## src/rtl/cau_pkg.sv

```systemverilog
package cau_pkg;

    // Port and default sizes.
    localparam int PORT_W          = 32;
    localparam int DEF_DATA_WIDTH  = 32;
    localparam int DEF_FRAC_BITS   = 16;

    // Command queue between front and back end.
    localparam int QUEUE_DEPTH     = 4;
    localparam int QPTR_W          = $clog2(QUEUE_DEPTH);

    // CORDIC vectoring constants.
    localparam int CORDIC_ITER     = 32;
    localparam int CORDIC_PRESHIFT = 30;
    localparam int ANGLE_W         = 32;

    // Operation codes.
    localparam logic [2:0] OP_ADD   = 3'd0;
    localparam logic [2:0] OP_SUB   = 3'd1;
    localparam logic [2:0] OP_MUL   = 3'd2;
    localparam logic [2:0] OP_DIV   = 3'd3;
    localparam logic [2:0] OP_SCALE = 3'd4;
    localparam logic [2:0] OP_MAG   = 3'd5;
    localparam logic [2:0] OP_PHASE = 3'd6;

    // Status codes.
    localparam logic [1:0] STAT_OK  = 2'd0;
    localparam logic [1:0] STAT_SAT = 2'd1;
    localparam logic [1:0] STAT_DZ  = 2'd2;

    // Class of work decided by the front end.
    typedef enum logic [1:0] {
        CL_SIMPLE,
        CL_PROD,
        CL_PHASE,
        CL_FAULT
    } class_t;

    // One queued transaction.
    typedef struct packed {
        logic [2:0]               op;
        class_t                   cls;
        logic [2:0]               last_step;
        logic signed [PORT_W-1:0] a_re;
        logic signed [PORT_W-1:0] a_im;
        logic signed [PORT_W-1:0] b_re;
        logic signed [PORT_W-1:0] b_im;
    } item_t;

    // Back end sequencer states.
    typedef enum logic [2:0] {
        BK_IDLE,
        BK_MUL,
        BK_PREP,
        BK_CHK,
        BK_DIV,
        BK_SQRT,
        BK_CORDIC,
        BK_FIN
    } back_state_t;

    // atan(2^-i) in unsigned Q0.32, rounded.
    function automatic logic [ANGLE_W-1:0] atan_entry(input logic [4:0] idx);
        logic [ANGLE_W-1:0] v;
        case (idx)
            5'd0:    v = 32'd3373259426;
            5'd1:    v = 32'd1991351318;
            5'd2:    v = 32'd1052175346;
            5'd3:    v = 32'd534100635;
            5'd4:    v = 32'd268086748;
            5'd5:    v = 32'd134174063;
            5'd6:    v = 32'd67103403;
            5'd7:    v = 32'd33553749;
            5'd8:    v = 32'd16777131;
            5'd9:    v = 32'd8388597;
            5'd10:   v = 32'd4194303;
            5'd11:   v = 32'd2097152;
            5'd12:   v = 32'd1048576;
            5'd13:   v = 32'd524288;
            5'd14:   v = 32'd262144;
            5'd15:   v = 32'd131072;
            5'd16:   v = 32'd65536;
            5'd17:   v = 32'd32768;
            5'd18:   v = 32'd16384;
            5'd19:   v = 32'd8192;
            5'd20:   v = 32'd4096;
            5'd21:   v = 32'd2048;
            5'd22:   v = 32'd1024;
            5'd23:   v = 32'd512;
            5'd24:   v = 32'd256;
            5'd25:   v = 32'd128;
            5'd26:   v = 32'd64;
            5'd27:   v = 32'd32;
            5'd28:   v = 32'd16;
            5'd29:   v = 32'd8;
            5'd30:   v = 32'd4;
            default: v = 32'd2;
        endcase
        return v;
    endfunction

endpackage

```

## src/rtl/cau_front.sv

```systemverilog
module cau_front #(
    parameter int DATA_WIDTH = cau_pkg::DEF_DATA_WIDTH
) (
    input  logic                              start,
    input  logic                              full,
    input  logic [2:0]                        operation,
    input  logic signed [cau_pkg::PORT_W-1:0] a_re,
    input  logic signed [cau_pkg::PORT_W-1:0] a_im,
    input  logic signed [cau_pkg::PORT_W-1:0] b_re,
    input  logic signed [cau_pkg::PORT_W-1:0] b_im,
    output logic                              busy,
    output logic                              push,
    output cau_pkg::item_t                    item
);

    localparam int WID = (DATA_WIDTH > cau_pkg::PORT_W) ? cau_pkg::PORT_W : DATA_WIDTH;

    // Keep the low WID bits and sign extend them back to port width.
    function automatic logic signed [cau_pkg::PORT_W-1:0] sext(
        input logic [cau_pkg::PORT_W-1:0] raw
    );
        logic signed [WID-1:0] low;
        low = raw[WID-1:0];
        return cau_pkg::PORT_W'(low);
    endfunction

    // A transaction is taken whenever start is high and the queue has room.
    assign busy = full;
    assign push = start && !full;

    // Normalize operands and decide which back end path the item takes.
    always_comb
    begin
        item.op        = operation;
        item.a_re      = sext(a_re);
        item.a_im      = sext(a_im);
        item.b_re      = sext(b_re);
        item.b_im      = sext(b_im);
        item.cls       = cau_pkg::CL_SIMPLE;
        item.last_step = 3'd0;
        case (operation)
            cau_pkg::OP_MUL, cau_pkg::OP_SCALE:
            begin
                item.cls       = cau_pkg::CL_PROD;
                item.last_step = 3'd3;
            end
            cau_pkg::OP_DIV:
            begin
                item.cls       = cau_pkg::CL_PROD;
                item.last_step = 3'd5;
            end
            cau_pkg::OP_MAG:
            begin
                item.cls       = cau_pkg::CL_PROD;
                item.last_step = 3'd1;
            end
            cau_pkg::OP_PHASE:
            begin
                item.cls = (item.a_re == '0) ? cau_pkg::CL_FAULT : cau_pkg::CL_PHASE;
            end
            default:
            begin
                item.cls = cau_pkg::CL_SIMPLE;
            end
        endcase
    end

endmodule

```

## config.mk

```make
export PLATFORM = sky130hd
export DESIGN_NAME = cau_front
export DESIGN_NICKNAME = d
export VERILOG_FILES = /design/src/rtl/cau_pkg.sv /design/src/rtl/cau_front.sv
export SDC_FILE = /design/constraint.sdc
export NUM_CORES = 1
export LEC_CHECK = 0
export BUFFER_PORTS_ARGS = -buffer_cell sky130_fd_sc_hd__buf_2
export CAP_MARGIN = 30
export CORE_AREA = 10 10 97 99
export DETAILED_ROUTE_END_ITERATION = 16
export DIE_AREA = 0 0 107 109
export PLACE_DENSITY_LB_ADDON = 0.3
export SETUP_SLACK_MARGIN = 0.5
export SLEW_MARGIN = 0
export SYNTH_ARGS = -nofsm -noshare
export SYNTH_HDL_FRONTEND = slang
export SYNTH_SLANG_ARGS = --single-unit
```

## constraint.sdc

```tcl
create_clock -name vclk -period 0.95
set_input_delay 0.095 -clock vclk [all_inputs]
set_output_delay 0.095 -clock vclk [all_outputs]
set_load 0.05 [all_outputs]
```

**Word level (Yosys, flattened, before mapping)**

Cells that the tools add are included.
W data, S select, Z words.

- Word-level logic and storage cells: 13
- Bits in registers: 0
- Latch bits: 0
- Bits in read-only memories: 0
- Memories: 0
- Bits in writable memories: 0

- Equality and inequality tests: 5
- Reductions and logical operators: 5
- Shift-type cells: 0
- Bitwise gates (word level): 0
- $mul: 0
- Multiplexer cells: 3
- $add $sub $neg: 0
- Magnitude comparators: 0
- Divide/modulo/power cells: 0

Operator list:

| operator | number |
|---|---|
| $logic_not A32 Y1 | 1 |
| $eq A3 B3 Y1 const B | 3 |
| $pmux W3 S3 | 1 |
| $eq A3 B2 Y1 const B | 2 |
| $pmux W2 S2 | 1 |
| $reduce_or A4 Y1 | 1 |
| $reduce_or A2 Y1 | 1 |
| $logic_and A1 B1 Y1 | 1 |
| $logic_not A1 Y1 | 1 |
| $mux W1 | 1 |

**Depth between registers and ports, before layout**

Gate-level depths: netlist of the first run.

- Depth in word-level cells: 3
- Depth in mapped cells: 4
- Depth with buffers taken out: 4

**Least setup slack after synthesis of the first run**

OpenSTA, ideal clock, no wires.

- Path kind: input to output
- Start: input operation[1]
- End: output item[129] (netlist bit)
- Setup slack: -875 ps
- Stages: 2
- Buffers on the path: 0
- Arrival: 1730 ps
- Data required time: 855 ps
- Path through: xor2_1 -> nor2b_1

RTL lines:

| what | RTL line | source |
|---|---|---|
| from (decl) | cau_front.sv:6 | `input logic [2:0] operation,` |
| to (decl) | cau_front.sv:13 | `output cau_pkg::item_t item` |

==> flow_metrics.tcl, run 1 <==
set metrics [dict create \
    status "complete, but fails checks" \
    violations "setup timing" \
    synth-seq-area-share_pct 0 \
    start_util_pct 14.7 \
    synth_cell_types 10 \
    hold_start "b_re[3]" \
    worstSetupStartpoint "a_re[30]" \
    wl_um 4010 \
    p_per_area_mw_per_mm2 667 \
    cp_max_fo 2 \
    syn-cell-area_mm2 0.00111 \
    synth_top_area_share_pct 89.4 \
    grt_start_max_net_pins 5 \
    drtIter0Drc 8 \
    finalSetupViolCount 1 \
    syn_nets 283 \
    fp.dieH_um 109 \
    grt_pass1_wl_um 5380 \
    diodes 0 \
    cap_viol_max_count 0 \
    total_power_mw 1.03 \
    regArea_um2 0 \
    dr.pass1.iters 2 \
    drc 0 \
    die_width_um 107 \
    portBuffers 79 \
    worstHoldPathType "input pin to output port" \
    ir_drop_v 0.000327 \
    grt_use_total_pct 5.84 \
    syn_inst 150 \
    die_area_mm2 0.0117 \
    yosys_warnings 0 \
    place.gp.congestion 0.648 \
    worst_ep_arrival_time_ns 1.13 \
    postRouteAntennaNets 0 \
    num_rows 32 \
    dp_hpwl_um 3160 \
    nClkBuffers 0 \
    fin_util_pct 20.5 \
    grt_remaining_overflow 0 \
    vias_per_cell 3.33 \
    wire_per_inst_um 18.9 \
    worst_pin_slew_ns 0.273 \
    endpoint_kind "output port" \
    syn_avg_cell_area_um2 7.39 \
    nets 245 \
    numSequentialCells 0 \
    core_mm2 0.00753 \
    area_growth_pct 39.1 \
    rsz0062_at_grt "yes" \
    fmaxAchievable_mhz 817 \
    antenna_found_initial 0 \
    slew_violations 0 \
    grt_pass1_vias 912 \
    drive_gt1_share_pct 94.5 \
    cp.required_ns 0.85 \
    timing.final.crit_share_pct 129 \
    worst-setup-path-type "input pin to output port" \
    layout_min_cycle_time_ns 1.22 \
    leakage_nw 0.665 \
    hold_violations 0 \
    post-synth-top-count-cell "buf_4" \
    synth.largest_area_cell "buf_4" \
    num_vias 706 \
    synth_common_cells "132 x buf_4, 7 x nor4_1, 2 x nand2_1, 2 x nor2_1, 2 x nor2b_1" \
    worst_setup_path_start_kind "input pin" \
    ctsHoldBuffers 0 \
    fill_cells 823 \
    maxSlewHeadroom_pct 81.6 \
    timing.final.ws_setup_ns -0.274 \
    synth.area.top_cells "buf_4 89%, nor4_1 4.0%, nor2b_1 1.1%" \
    top_level_ports 271 \
    fin_tns_setup_ns -0.274 \
]
## worst max-delay path, cell delays in order
cell	delay [ns]
buf_6	0.10
nor4_4	0.30
nand4_1	0.16
nor2_2	0.13
a41o_4	0.20
buf_8	0.14
## worst paths after layout
check   endpoint  slack, ns  depth (start not counted)
max    item[131]      -0.27                          6
min     item[35]       0.19                          0
## routing by layer
layer,up-vias,track usage (%),share of wire (%)
met5,-,0,0
met4,0,7.16,12
met3,58,6.25,26
met2,111,8.52,43
met1,274,3.53,19
li1,263,-,-
## where the power goes
group          internal, mW  switching, mW  total [mW]
logic                 0.494          0.535        1.03
registers                 0              0           0
clock network             0              0           0
total                 0.494          0.535        1.03
## placed cells by master, fill, tap and decap left out, drive strengths merged
cell type / instances
and3b: 1
nand4: 1
a41o: 1
nand2: 2
nor4: 8
xor2: 1
nor2b: 2
buf: 92
nor2: 2
## kinds of logic after synthesis
family / share of synthesized area, %
AOI/OAI and AO/OA: 0.903
buffers and inverters: 89.4
xor gates and xnor gates: 0.790
and+or+nand+nor: 8.92
## per-stage QoR
step                      std cells  worst slack (ns)  hold slack, ns  area (um2)
final                           212            -0.274           0.190        1540
after global placement          210            -0.480           0.190         821
after floorplan                 150           -0.0320           0.243        1210
after detailed placement        210            -0.475           0.190         821
after CTS                       210            -0.337           0.190        1400
after global routing            212            -0.327           0.190        1540
## what timing repair did
action                     in CTS  in global routing
pin swaps                       6                  3
setup endpoints to repair      42                 25
buffers inserted                0                  2
gates resized for setup       169                 31
## layout make-up
class | instances | area [um2] | area share [%]
repair buffers | 92 | 1190 | 77.0
well taps | 102 | 128 | 8.28
multi-input cells | 18 | 226 | 14.7
No activity file was read; power rests on OpenSTA's default activity.
==> inputs of run 2 (changes only) <==
BUFFER_PORTS_ARGS = -buffer_cell sky130_fd_sc_hd__buf_4   (was -buffer_cell sky130_fd_sc_hd__buf_2)
==> flow_metrics.tcl, run 2 (same netlist as run 1, synthesis figures left out) <==
set metrics [dict create \
    hold_violations 0 \
    maxSlewHeadroom_pct 78.4 \
    start_util_pct 14.7 \
    die_area_mm2 0.0117 \
    p_per_area_mw_per_mm2 668 \
    cap_viol_max_count 0 \
    grt_pass1_wl_um 5200 \
    num_vias 710 \
    diodes 0 \
    fill_cells 830 \
    final_cell_mix "42 x buf_6, 41 x buf_8, 6 x buf_12" \
    cp.required_ns 0.85 \
    grt_pass1_vias 933 \
    worst-setup-path-type "input pin to output port" \
    worst_pin_slew_ns 0.321 \
    wire_per_inst_um 18.3 \
    timing.final.ws_setup_ns -0.293 \
    dr.pass1.iters 2 \
    top_level_ports 271 \
    nClkBuffers 0 \
    worst_ep_arrival_time_ns 1.15 \
    leakage_nw 0.679 \
    layout_min_cycle_time_ns 1.24 \
    drtIter0Drc 9 \
    endpoint_kind "output port" \
    grt_remaining_overflow 0 \
    num_rows 32 \
    worst_setup_path_start_kind "input pin" \
    fin_util_pct 20.9 \
    finalSetupViolCount 1 \
    rsz0062_at_grt "yes" \
    drc 0 \
    postRouteAntennaNets 0 \
    ir_drop_v 0.000316 \
    worstHoldPathType "input pin to output port" \
    vias_per_cell 3.35 \
    antenna_found_initial 0 \
    fp.dieH_um 109 \
    timing.final.crit_share_pct 131 \
    regArea_um2 0 \
    total_power_mw 1.05 \
    portBuffers 79 \
    dp_hpwl_um 3290 \
    core_mm2 0.00753 \
    fmaxAchievable_mhz 804 \
    place.gp.congestion 0.712 \
    violations "setup timing" \
    cp_max_fo 2 \
    die_width_um 107 \
    grt_start_max_net_pins 5 \
    area_growth_pct 42.2 \
    status "complete, but fails checks" \
    nets 245 \
    numSequentialCells 0 \
    drive_gt1_share_pct 94.5 \
    final_common_cell "buf_6" \
    slew_violations 0 \
    wl_um 3890 \
    grt_use_total_pct 5.68 \
]
run 2: critical path: stages:
cell and delay, ns:
buf_6 0.10, nor4_4 0.30, nand4_1 0.16, nor2_2 0.14, a41o_4 0.21, buf_8 0.14
run 2: path summary, 6_finish.rpt:
path	start	end	slack, ns	depth (start not counted)
setup / recovery	a_re[30]	item[131]	-0.29	6
hold / removal	b_re[3]	item[35]	0.19	0
run 2: what timing repair did:
action,in CTS,in global routing
hold buffers,0,0
endpoints found under the setup margin,42,17
endpoints found under the hold margin,0,0
gates resized for setup,130,13
gates cloned,0,0
buffers inserted,0,2
pin swaps,7,3
run 2: layout make-up:
| class | count | area [um2] | share of cell area (%) |
|---|---|---|---|
| timing repair buffer | 92 | 1230 | 78.1 |
| multi-input combinational | 18 | 218 | 13.8 |
| tap | 102 | 128 | 8.10 |
run 2: routing by layer:
layer | global-route usage [%] | share of wire (%)
met5 | 0 | 0
met4 | 7.16 | 12
met1 | 3.13 | 19
met2 | 7.59 | 41
met3 | 7.43 | 28
run 2: through the flow:
stage | setup TNS, ns | hold slack, ns | instance area, um2 | instances | setup slack, ns
6_report | -0.293 | 0.190 | 1580 | 212 | -0.293
5_1_grt | -0.389 | 0.190 | 1580 | 212 | -0.389
4_1_cts | -0.377 | 0.190 | 1510 | 210 | -0.377
3_5_place_dp | -0.465 | 0.190 | 1020 | 210 | -0.465
3_3_place_gp | -0.447 | 0.190 | 1020 | 210 | -0.447
2_1_floorplan | -0.0396 | 0.243 | 1210 | 150 | -0.0320
run 2: where the power goes:
group          total (mW)  switching, mW  internal, mW
registers               0              0             0
clock network           0              0             0
logic                1.05          0.534         0.519
