`config.mk`:
```
export PLATFORM = sky130hd
export DESIGN_NAME = cau_queue
export DESIGN_NICKNAME = d
export VERILOG_FILES = /design/src/rtl/cau_pkg.sv /design/src/rtl/cau_queue.sv
export SDC_FILE = /design/constraint.sdc
export NUM_CORES = 1
export LEC_CHECK = 0
export ABC_AREA = 0
export BUFFER_PORTS_ARGS = -buffer_cell sky130_fd_sc_hd__buf_2
export CAP_MARGIN = 20
export CORE_MARGIN = 2
export CORE_UTILIZATION = 52
export DETAILED_ROUTE_END_ITERATION = 10
export PLACE_DENSITY = 0.81
export REMOVE_ABC_BUFFERS = 1
export SYNTH_ARGS = -nofsm -noshare
export SYNTH_HDL_FRONTEND = slang
export SYNTH_SLANG_ARGS = --single-unit
```
`constraint.sdc`:
```
create_clock -name clk -period 5.1 [get_ports clk]
set_clock_uncertainty 0.1 [all_clocks]
set_input_delay 0.51 -clock clk [delete_from_list [all_inputs] [get_ports clk]]
set_output_delay 0.51 -clock clk [all_outputs]
set_load 0.02 [all_outputs]
```
`src/rtl/cau_pkg.sv`:
```
package cau_pkg;

    // Port and default sizes.
    localparam int PORT_W          = 32;
    localparam int DEF_DATA_WIDTH  = 32;
    localparam int DEF_FRAC_BITS   = 16;

    // Command queue between front and back end.
    localparam int QUEUE_DEPTH     = 4;
    localparam int QPTR_W          = $clog2(QUEUE_DEPTH);

    // CORDIC vectoring constants.
    localparam int CORDIC_ITER     = 32;
    localparam int CORDIC_PRESHIFT = 30;
    localparam int ANGLE_W         = 32;

    // Operation codes.
    localparam logic [2:0] OP_ADD   = 3'd0;
    localparam logic [2:0] OP_SUB   = 3'd1;
    localparam logic [2:0] OP_MUL   = 3'd2;
    localparam logic [2:0] OP_DIV   = 3'd3;
    localparam logic [2:0] OP_SCALE = 3'd4;
    localparam logic [2:0] OP_MAG   = 3'd5;
    localparam logic [2:0] OP_PHASE = 3'd6;

    // Status codes.
    localparam logic [1:0] STAT_OK  = 2'd0;
    localparam logic [1:0] STAT_SAT = 2'd1;
    localparam logic [1:0] STAT_DZ  = 2'd2;

    // Class of work decided by the front end.
    typedef enum logic [1:0] {
        CL_SIMPLE,
        CL_PROD,
        CL_PHASE,
        CL_FAULT
    } class_t;

    // One queued transaction.
    typedef struct packed {
        logic [2:0]               op;
        class_t                   cls;
        logic [2:0]               last_step;
        logic signed [PORT_W-1:0] a_re;
        logic signed [PORT_W-1:0] a_im;
        logic signed [PORT_W-1:0] b_re;
        logic signed [PORT_W-1:0] b_im;
    } item_t;

    // Back end sequencer states.
    typedef enum logic [2:0] {
        BK_IDLE,
        BK_MUL,
        BK_PREP,
        BK_CHK,
        BK_DIV,
        BK_SQRT,
        BK_CORDIC,
        BK_FIN
    } back_state_t;

    // atan(2^-i) in unsigned Q0.32, rounded.
    function automatic logic [ANGLE_W-1:0] atan_entry(input logic [4:0] idx);
        logic [ANGLE_W-1:0] v;
        case (idx)
            5'd0:    v = 32'd3373259426;
            5'd1:    v = 32'd1991351318;
            5'd2:    v = 32'd1052175346;
            5'd3:    v = 32'd534100635;
            5'd4:    v = 32'd268086748;
            5'd5:    v = 32'd134174063;
            5'd6:    v = 32'd67103403;
            5'd7:    v = 32'd33553749;
            5'd8:    v = 32'd16777131;
            5'd9:    v = 32'd8388597;
            5'd10:   v = 32'd4194303;
            5'd11:   v = 32'd2097152;
            5'd12:   v = 32'd1048576;
            5'd13:   v = 32'd524288;
            5'd14:   v = 32'd262144;
            5'd15:   v = 32'd131072;
            5'd16:   v = 32'd65536;
            5'd17:   v = 32'd32768;
            5'd18:   v = 32'd16384;
            5'd19:   v = 32'd8192;
            5'd20:   v = 32'd4096;
            5'd21:   v = 32'd2048;
            5'd22:   v = 32'd1024;
            5'd23:   v = 32'd512;
            5'd24:   v = 32'd256;
            5'd25:   v = 32'd128;
            5'd26:   v = 32'd64;
            5'd27:   v = 32'd32;
            5'd28:   v = 32'd16;
            5'd29:   v = 32'd8;
            5'd30:   v = 32'd4;
            default: v = 32'd2;
        endcase
        return v;
    endfunction

endpackage

```
`src/rtl/cau_queue.sv`:
```
module cau_queue (
    input  logic           clk,
    input  logic           rst_n,
    input  logic           push,
    input  cau_pkg::item_t item_in,
    input  logic           pop,
    output logic           valid,
    output logic           full,
    output cau_pkg::item_t item_out
);

    cau_pkg::item_t                slot_reg [cau_pkg::QUEUE_DEPTH];
    logic [cau_pkg::QPTR_W-1:0]    wr_ptr_reg;
    logic [cau_pkg::QPTR_W-1:0]    rd_ptr_reg;
    logic [cau_pkg::QPTR_W:0]      count_reg;

    assign valid    = (count_reg != '0);
    assign full     = (count_reg == (cau_pkg::QPTR_W + 1)'(cau_pkg::QUEUE_DEPTH));
    assign item_out = slot_reg[rd_ptr_reg];

    // Pointer and fill count.
    always_ff @(posedge clk or negedge rst_n)
    begin
        if (!rst_n)
        begin
            wr_ptr_reg <= '0;
            rd_ptr_reg <= '0;
            count_reg  <= '0;
        end
        else
        begin
            if (push)
            begin
                wr_ptr_reg <= wr_ptr_reg + 1'b1;
            end
            if (pop)
            begin
                rd_ptr_reg <= rd_ptr_reg + 1'b1;
            end
            if (push && !pop)
            begin
                count_reg <= count_reg + 1'b1;
            end
            else if (pop && !push)
            begin
                count_reg <= count_reg - 1'b1;
            end
        end
    end

    // Entry storage.
    always_ff @(posedge clk)
    begin
        if (push)
        begin
            slot_reg[wr_ptr_reg] <= item_in;
        end
    end

endmodule

```
### Yosys cells after proc, flatten, opt, wreduce, memory -nomap -nowiden

Memory sizes are Yosys's and may differ from the RTL's.
Index checks and enable logic that the tools add are counted.

* register bits after elaboration: 7
* bits in latches: 0
* bits in writable memories: 544
* ROM bits: 0
* bits of input ports: 140
* output and inout port bits: 138
* word-level logic and storage cells: 19
* memories kept: 1

Memory list
* slot_reg: words 4, width 136, read ports 1, clocked after Yosys merged registers in 0, write ports 1, line cau_queue.sv:12 `cau_pkg::item_t slot_reg [cau_pkg::QUEUE_DEPTH];`

* add/sub/neg operators: 4
* multipliers: 0
* divide/modulo/power cells: 0
* magnitude comparators: 0
* equal/unequal tests: 1
* shift operators: 0
* multiplexer cells: 4
* bitwise gates (word level): 0
* reductions and logical operators: 6

Operators by type and width (count)
* 3-bit 2-to-1 mux: 2
* 2-bit by 1-bit adder with 2-bit output (second input constant): 2
* 3-bit by 1-bit adder with 3-bit output (second input constant): 1
* 3-bit == test (second input constant): 1
* 3-bit nonzero test: 1
* 3-bit by 1-bit subtractor with 3-bit output (second input constant): 1
* 1-bit logical AND: 2
* 1-bit logical NOT: 2
* 1-bit 2-to-1 mux: 2
* 2-bit nonzero test: 1

### Depth between registers and ports, before layout

Gate-level depths: netlist of the first run.

* word-level depth: 4
* gate-level depth with buffers: 7
* gate-level depth less buffers: 7

### Least setup slack after synthesis of the first run

Ideal clock, no wire load.

* path kind: reg-to-reg
* from: reg wr_ptr_reg[0] in the netlist's numbering
* to: mem slot_reg[2][0] in the netlist's numbering, enable pin
* library setup time: 511 ps
* arrival: 3732 ps
* required time: 4489 ps
* setup slack: 756 ps
* cell stages (with the launch flop): 4
* buffers on the path: 0
* period minus slack after synthesis: 4344 ps
* path through: dfrtp_1 inv_1 ha_1 and2_1

RTL lines
* start, declared: line cau_queue.sv:13 `logic [cau_pkg::QPTR_W-1:0] wr_ptr_reg;`
* start signal, assigned: line cau_queue.sv:34 `wr_ptr_reg <= wr_ptr_reg + 1'b1;`
* end, declared: line cau_queue.sv:12

No word-level cell before the write port.

==> Flow_metrics.wiki, run 1 <==
{| class="wikitable"
! Metric !! Value
|-
| Cell Area, Synth || 20,100 µm²
|-
| Cell Int Power || 9.96 mW
|-
| Fraction of registers with async set or reset after synthesis || 0.0127
|-
| Initial Utilization || 0.523
|-
| Pleak || just over 8 nW
|-
| Sum of negative setup slack || 0 ps
|-
| Final slew viol count || 0
|-
| Num Clock Sinks || about 550
|-
| CP Class || reg -> out
|-
| Number of DRC violations after detailed routing || 0
|-
| Maximum number of pins on one net before global-route repair || 132
|-
| Slew at the pin closest to its max-slew limit || between 900 and 1000 ps
|-
| Wire length of the first global-routing pass || 57,300 µm
|-
| Number of synthesized flops with an enable pin || 544
|-
| Remaining max-slew budget at the tightest pin || 0.343
|-
| Die area || 40,300 µm²
|-
| Via count of the first global-routing pass || 9,654
|-
| Gr usage total || 0.189
|-
| Class of the most critical hold timing path || in -> reg
|-
| Max FFs per register || 544
|-
| CTS tree || yes
|-
| Share of post-route cells with drive strength above 1 || 0.453
|-
| Count of standard-cell rows || 72
|-
| Run status || complete, no violations
|-
| Startpoint kind of the worst setup timing path || register
|-
| Largest cells by area after synthesis || edfxtp_1 (81%), mux4_2 (15%), buf_12 (1.1%)
|-
| Clk_lat worst skew || 580 ps
|-
| Fin crit share || 0.685
|-
| Synthesized instance count || 745
|-
| Min cycle time layout || 3490 ps
|-
| Buffer cell driving the clock tree root || clkbuf_16
|-
| Number of storage elements in the synthesis netlist || between 500 and 600
|-
| Area growth from synthesis to layout || 19.1%
|-
| Critical Path Fanout Max || 46
|-
| Total of max-cap violations || 0
|-
| Number of buffers on the longest clock path || 3
|-
| Final hold slack || 34.9 ps
|-
| Warning count from the yosys run || 0
|-
| Avg Cell Area, Syn || 27.0 µm²
|-
| First-iteration detailed-routing DRC count || 575
|-
| Placed standard-cell area || about 22,000 µm²
|-
| Placeable core region || 38,500 µm²
|-
| Data arrival at the endpoint of the critical path || 2880 ps
|-
| RSZ-0062 raised after global routing || false
|-
| Portion of total power attributed to combinational logic || 0.299
|-
| Post-synth top cells || edfxtp_1 (544), mux4_2 (136), buf_2 (14), buf_12 (11), dfrtp_1 (7)
|-
| Nets@finish || 1,226
|-
| Final ANT Viol Nets || 0
|-
| Hold Vio Cnt, Final || 0
|-
| Half-perimeter wire length after placement || 21,500 µm
|-
| Synth unique cells || 20
|-
| Worst Setup Slack post-DPL || 2120 ps
|-
| Placer's final routability congestion estimate || 0.743
|-
| Via density || 5.50
|-
| Part of the Yosys area used for sequential elements || 0.820
|-
| Depth of the CTS H-tree || 2
|-
| Instance count along the most critical hold path || 1
|-
| Die boundary height || 201 µm
|-
| Category of the worst setup path capture point || output port
|-
| Residual overflow from global routing || 0
|-
| Length in cells of the worst reg-to-reg path || 4
|-
| Clock buffer count from CTS || 53
|-
| Maximum VDD drop || 490 µV
|-
| Fraction of power spent switching nets || 0.311
|-
| Die outline width || 201 µm
|-
| Number of setup violations in the final report || 0
|-
| Count of input and output buffers || around 280
|-
| Cell with the most instances after synthesis || edfxtp_1
|-
| First-pass iteration count of the detailed router || 5
|-
| Leading register cell type out of synthesis || edfxtp_1
|-
| DR vias || 9,069
|-
| Total net switching power || roughly 4.5 mW
|-
| Relative contribution of sequential cells to total power || 0.435
|-
| Overall routed net length || between 30,000 and 40,000 µm
|-
| Leading area contributor after synthesis || edfxtp_1
|-
| Pwr dens || 602 nW/µm²
|-
| Post-CTS Resized || 0
|-
| Yosys top cell area share || 0.811
|-
| Clock transition at the registers of the reported paths || ~60 ps
|-
| Critical Path RT || 4490 ps
|-
| I/O pin cnt || 278
|-
| Top achievable clock speed || 286 MHz
|-
| Routed WL per cell || 22.9 µm
|-
| Final critical-path setup slack || 1610 ps
|-
| Clock network fraction of design power || 0.266
|-
| Initial antenna violation count || 10
|-
| Post-Layout Inst Area || 24,000 µm²
|}
## final timing paths
check,slack (ps),to,start
setup / recovery,1610,item_out[130],rd_ptr_reg[0]
hold / removal,30,slot_reg[3][95],item_in[95]
setup reg to reg,2900,slot_reg[0][117],wr_ptr_reg[0]
hold reg to reg,410,count_reg[2],count_reg[2]
max in group asynchronous,4500,rd_ptr_reg[0],rst_n
min in group asynchronous,220,rd_ptr_reg[1],rst_n
## critical path, stage by stage, from the launching register on
cell and delay, ps:
dfrtp_4 1080, buf_4 450, mux4_2 570, buf_2 180
## cells in the final DEF, fill, tap and decap left out
| cell type | netlist | routed |
|---|---|---|
| and2_4 | 0 | 4 |
| buf_12 | 11 | 7 |
| buf_2 | 14 | 277 |
| buf_4 | 1 | 6 |
| bufinv_16 | 0 | 5 |
| clkbuf_1 | 1 | 17 |
| clkbuf_16 | 0 | 55 |
| clkbuf_8 | 0 | 1 |
| clkinv_1 | 0 | 6 |
| clkinv_2 | 0 | 7 |
| clkinv_4 | 0 | 3 |
| clkinvlp_4 | 0 | 3 |
| dfrtp_1 | 7 | 5 |
| dfrtp_4 | 0 | 2 |
| diode_2 | 0 | 8 |
| dlygate4sd3_1 | 0 | 21 |
| edfxtp_1 | 544 | 544 |
| fa_1 | 1 | 1 |
| ha_1 | 5 | 5 |
| inv_1 | 4 | 4 |
| inv_6 | 0 | 2 |
| mux2_2 | 1 | 1 |
| mux4_2 | 136 | 136 |
| nand2_1 | 2 | 2 |
| nor2_1 | 1 | 1 |
| nor3b_1 | 1 | 1 |
| o21ai_0 | 1 | 1 |
| or3_1 | 1 | 1 |
| xnor2_1 | 2 | 2 |
| xor2_1 | 4 | 4 |
## metrics by stage
stage,power (mW),util,cells
after floorplan,9.53,-,714
final,14.4,0.624,1650
after detailed placement,10.8,0.573,1522
after global routing,15.0,0.623,1647
after CTS,14.6,0.623,1642
after global placement,10.6,0.573,1522
## power by group through the flow
stage	Clock, mW	Sequential [mW]	Combinational, mW
after CTS	3.93	6.30	4.40
after global placement	0	6.32	4.33
after detailed placement	0	6.38	4.37
after floorplan	0	6.62	2.91
final	3.84	6.28	4.32
after global routing	4.10	6.36	4.58
## cell families after synthesis
family,count (synthesis),synth area share
flops,551,0.820
mux,137,0.153
buf+inv,35,0.0180
simple gates,9,0.00249
xor+xnor,6,0.00261
fa+ha+maj,6,0.00410
compound gates,1,0.000248
## cell type report
class | instances | area (µm²)
Clock buffer | 73 | 1450
Antenna cell | 8 | 20.0
Inverter | 4 | 15.0
Tap cell | 518 | 648
Fill cell | 2563 | 14500
Multi-Input combinational cell | 159 | 3270
Timing Repair Buffer | 311 | 1780
Sequential cell | 551 | 16500
Clock inverter | 26 | 274
## routing by layer
layer,share of wire,GRT usage,vias up
met1,0.40,0.252,4743
met5,0.00061,0,-
met3,0.081,0.0619,75
li1,-,-,3918
met4,0.026,0.0683,4
met2,0.49,0.298,329
## timing repair
action | 4_1_cts | 5_1_grt
endpoints found under the hold margin | 72 | 0
hold buffers | 21 | 0
setup buffers | 0 | 0
Power figures use the tool's default switching activity.
==> run 2: changes to the inputs <==
--- a/config.mk
+++ b/config.mk
@@ -9,9 +9,9 @@
 export BUFFER_PORTS_ARGS = -buffer_cell sky130_fd_sc_hd__buf_2
 export CAP_MARGIN = 20
 export CORE_MARGIN = 2
-export CORE_UTILIZATION = 52
+export CORE_UTILIZATION = 51
 export DETAILED_ROUTE_END_ITERATION = 10
-export PLACE_DENSITY = 0.81
+export PLACE_DENSITY = 0.83
 export REMOVE_ABC_BUFFERS = 1
 export SYNTH_ARGS = -nofsm -noshare
 export SYNTH_HDL_FRONTEND = slang
==> constraint.sdc (replaced) <==
create_clock -name clk -period 2.98 [get_ports clk]
set_clock_uncertainty 0.1 [all_clocks]
set_input_delay 0.298 -clock clk [delete_from_list [all_inputs] [get_ports clk]]
set_output_delay 0.298 -clock clk [all_outputs]
set_load 0.02 [all_outputs]
==> Flow_metrics.wiki, run 2 (synthesis results as in run 1) <==
{| class="wikitable"
! Metric !! Value
|-
| RSZ-0062 raised after global routing || false
|-
| Number of setup violations in the final report || 0 (unchanged)
|-
| Class of the most critical hold timing path || in -> reg
|-
| Placeable core region || 38,800 µm² (+0.94%)
|-
| Max FFs per register || 544 (unchanged)
|-
| Gr usage total || 0.202 (+0.0123)
|-
| Die boundary height || 203 µm (+0.96%)
|-
| Category of the worst setup path capture point || output port
|-
| Count of input and output buffers || 277 (unchanged)
|-
| Nets@finish || 1,352 (+10%)
|-
| Share of post-route cells with drive strength above 1 || 0.407 (-0.0459)
|-
| Die outline width || 203 µm (+0.96%)
|-
| Startpoint kind of the worst setup timing path || register
|-
| Commonest non-fill, non-tap cell in the layout || edfxtp_1
|-
| Data arrival at the endpoint of the critical path || 2410 ps (-470 ps)
|-
| Maximum number of pins on one net before global-route repair || 83 (-37%)
|-
| Critical Path RT || 2580 ps (-1910 ps)
|-
| Depth of the CTS H-tree || 2 (unchanged)
|-
| Sum of negative setup slack || 0 ps (unchanged)
|-
| Worst Setup Slack post-DPL || 769 ps (-1350 ps)
|-
| Count of standard-cell rows || 72 (unchanged)
|-
| First-iteration detailed-routing DRC count || 651 (+13%)
|-
| Run status || complete, no violations
|-
| Clock transition at the registers of the reported paths || 60 ps (about the same)
|-
| Final ANT Viol Nets || 0 (unchanged)
|-
| Overall routed net length || 40,800 µm (+8.1%)
|-
| Via density || 5.47 (-0.56%)
|-
| DR vias || 9,680 (+6.7%)
|-
| Routed WL per cell || 23.0 µm (+0.70%)
|-
| Delay-heaviest family, CP || flip-flops
|-
| Total of max-cap violations || 0 (unchanged)
|-
| Half-perimeter wire length after placement || 23,100 µm (+7.6%)
|-
| CTS tree || yes
|-
| Final critical-path setup slack || 174 ps (-1430 ps)
|-
| Remaining max-slew budget at the tightest pin || 0.583 (+0.240)
|-
| Crit path buf inv count || 2 (unchanged)
|-
| Number of buffers on the longest clock path || 3 (unchanged)
|-
| Clock buffer count from CTS || 53 (unchanged)
|-
| Number of DRC violations after detailed routing || 0 (unchanged)
|-
| Area growth from synthesis to layout || 25.0%
|-
| Die area || 41,100 µm² (+1.9%)
|-
| Delay of the slowest critical-path stage || 650 ps (-430 ps)
|-
| Overall power of the completed layout || 24.6 mW (+70%)
|-
| I/O pin cnt || 278 (unchanged)
|-
| Fin crit share || 0.942
|-
| Hold Vio Cnt, Final || 0 (unchanged)
|-
| Library cell contributing the largest single delay on the critical path || dfrtp_4
|-
| Commonest cells after routing, fill and taps aside || edfxtp_1 (544), buf_2 (277), dlygate4sd3_1 (140), mux4_2 (136), clkbuf_16 (55)
|-
| Final hold slack || 357 ps (+322 ps)
|-
| Wire length of the first global-routing pass || 62,000 µm (+8.2%)
|-
| Final slew viol count || 0 (unchanged)
|-
| Top achievable clock speed || 356 MHz
|-
| Clk_lat worst skew || 580 ps (about the same)
|-
| Initial antenna violation count || 7 (-3)
|-
| Pwr dens || 977 nW/µm² (+62%)
|-
| Final core occ || 0.648 (+0.0245)
|-
| CP Class || reg -> out
|-
| Min cycle time layout || around 2800 ps
|-
| Placer's final routability congestion estimate || 0.708 (-4.7%)
|-
| Cells along the critical path || buf_4 > mux4_2 > buf_2
|-
| Maximum VDD drop || 735 µV (+50%)
|-
| Residual overflow from global routing || 0 (unchanged)
|-
| First-pass iteration count of the detailed router || 4 (-1)
|-
| Buffer cell driving the clock tree root || clkbuf_16
|-
| Via count of the first global-routing pass || 10,500 (+8.7%)
|-
| Pleak || 8.65 nW (+6.0%)
|-
| Initial Utilization || 0.519 (-0.00486)
|-
| Critical Path Fanout Max || 17 (-63%)
|-
| Slew at the pin closest to its max-slew limit || 625 ps (-360 ps)
|-
| Number of buffers inserted by post-CTS setup repair || 0 (unchanged)
|-
| Num Clock Sinks || 551 (unchanged)
|}
==> run 2: cell count changes in the layout (fill, tap and decap cells not counted), sizes merged, moves of 3 or more <==
cell         previous run  this run
dlygate4sd3            21       140
buf                   290       297
bufinv                  5         1
clkbuf                 73        76
==> run 2: through the flow <==
step	instances	area, µm²
after detailed placement	1529	22200
after global routing	1769	25200
final	1771	25200
after global placement	1529	22200
after CTS	1764	25100
after floorplan	714	19800
==> run 2: where the power goes <==
part | internal, mW | leakage, nW | switching [mW] | total, mW
clock | 3.47 | 0.764 | 2.64 | 6.10
sequential | 10.1 | 5.08 | 0.433 | 10.6
combinational | 3.26 | 2.81 | 4.66 | 7.92
total | 16.9 | 8.65 | 7.73 | 24.6
==> run 2: area by class of cell <==
| class | instances | area, µm² |
|---|---|---|
| diodes | 7 | 17.5 |
| clock buffers | 76 | 1460 |
| clock inverters | 19 | 120 |
| fillers | 2435 | 13700 |
| inverters | 4 | 15.0 |
| multi-input cells | 159 | 3270 |
| flip-flops and latches | 551 | 16500 |
| well taps | 518 | 648 |
| repair buffers | 437 | 3110 |
==> run 2: layer usage <==
layer / share of wire / vias up / GRT usage
met3: 0.077 / 72 / 0.0541
met1: 0.39 / 5017 / 0.263
met2: 0.51 / 428 / 0.335
met4: 0.025 / 2 / 0.0633
li1: - / 4161 / -
met5: 0.00032 / - / 0
==> run 2: repair_timing <==
item                                   in CTS  in global routing
resized for setup                           0                  0
hold buffers                              140                  0
setup endpoints to repair                   0                  0
endpoints found under the hold margin     555                  0
==> run 2: final timing paths <==
| kind | startpoint | end | slack, ps | cells after the start |
|---|---|---|---|---|
| max | rd_ptr_reg[0] | item_out[104] | 170 | 3 |
| min | item_in[51] | slot_reg[1][51] | 360 | 2 |
| max reg2reg | wr_ptr_reg[0] | slot_reg[0][89] | 930 | 4 |
| min reg2reg | count_reg[2] | count_reg[2] | 400 | 1 |
| max in group asynchronous | rst_n | rd_ptr_reg[1] | 1870 | 3 |
| min in group asynchronous | rst_n | count_reg[1] | 590 | 3 |
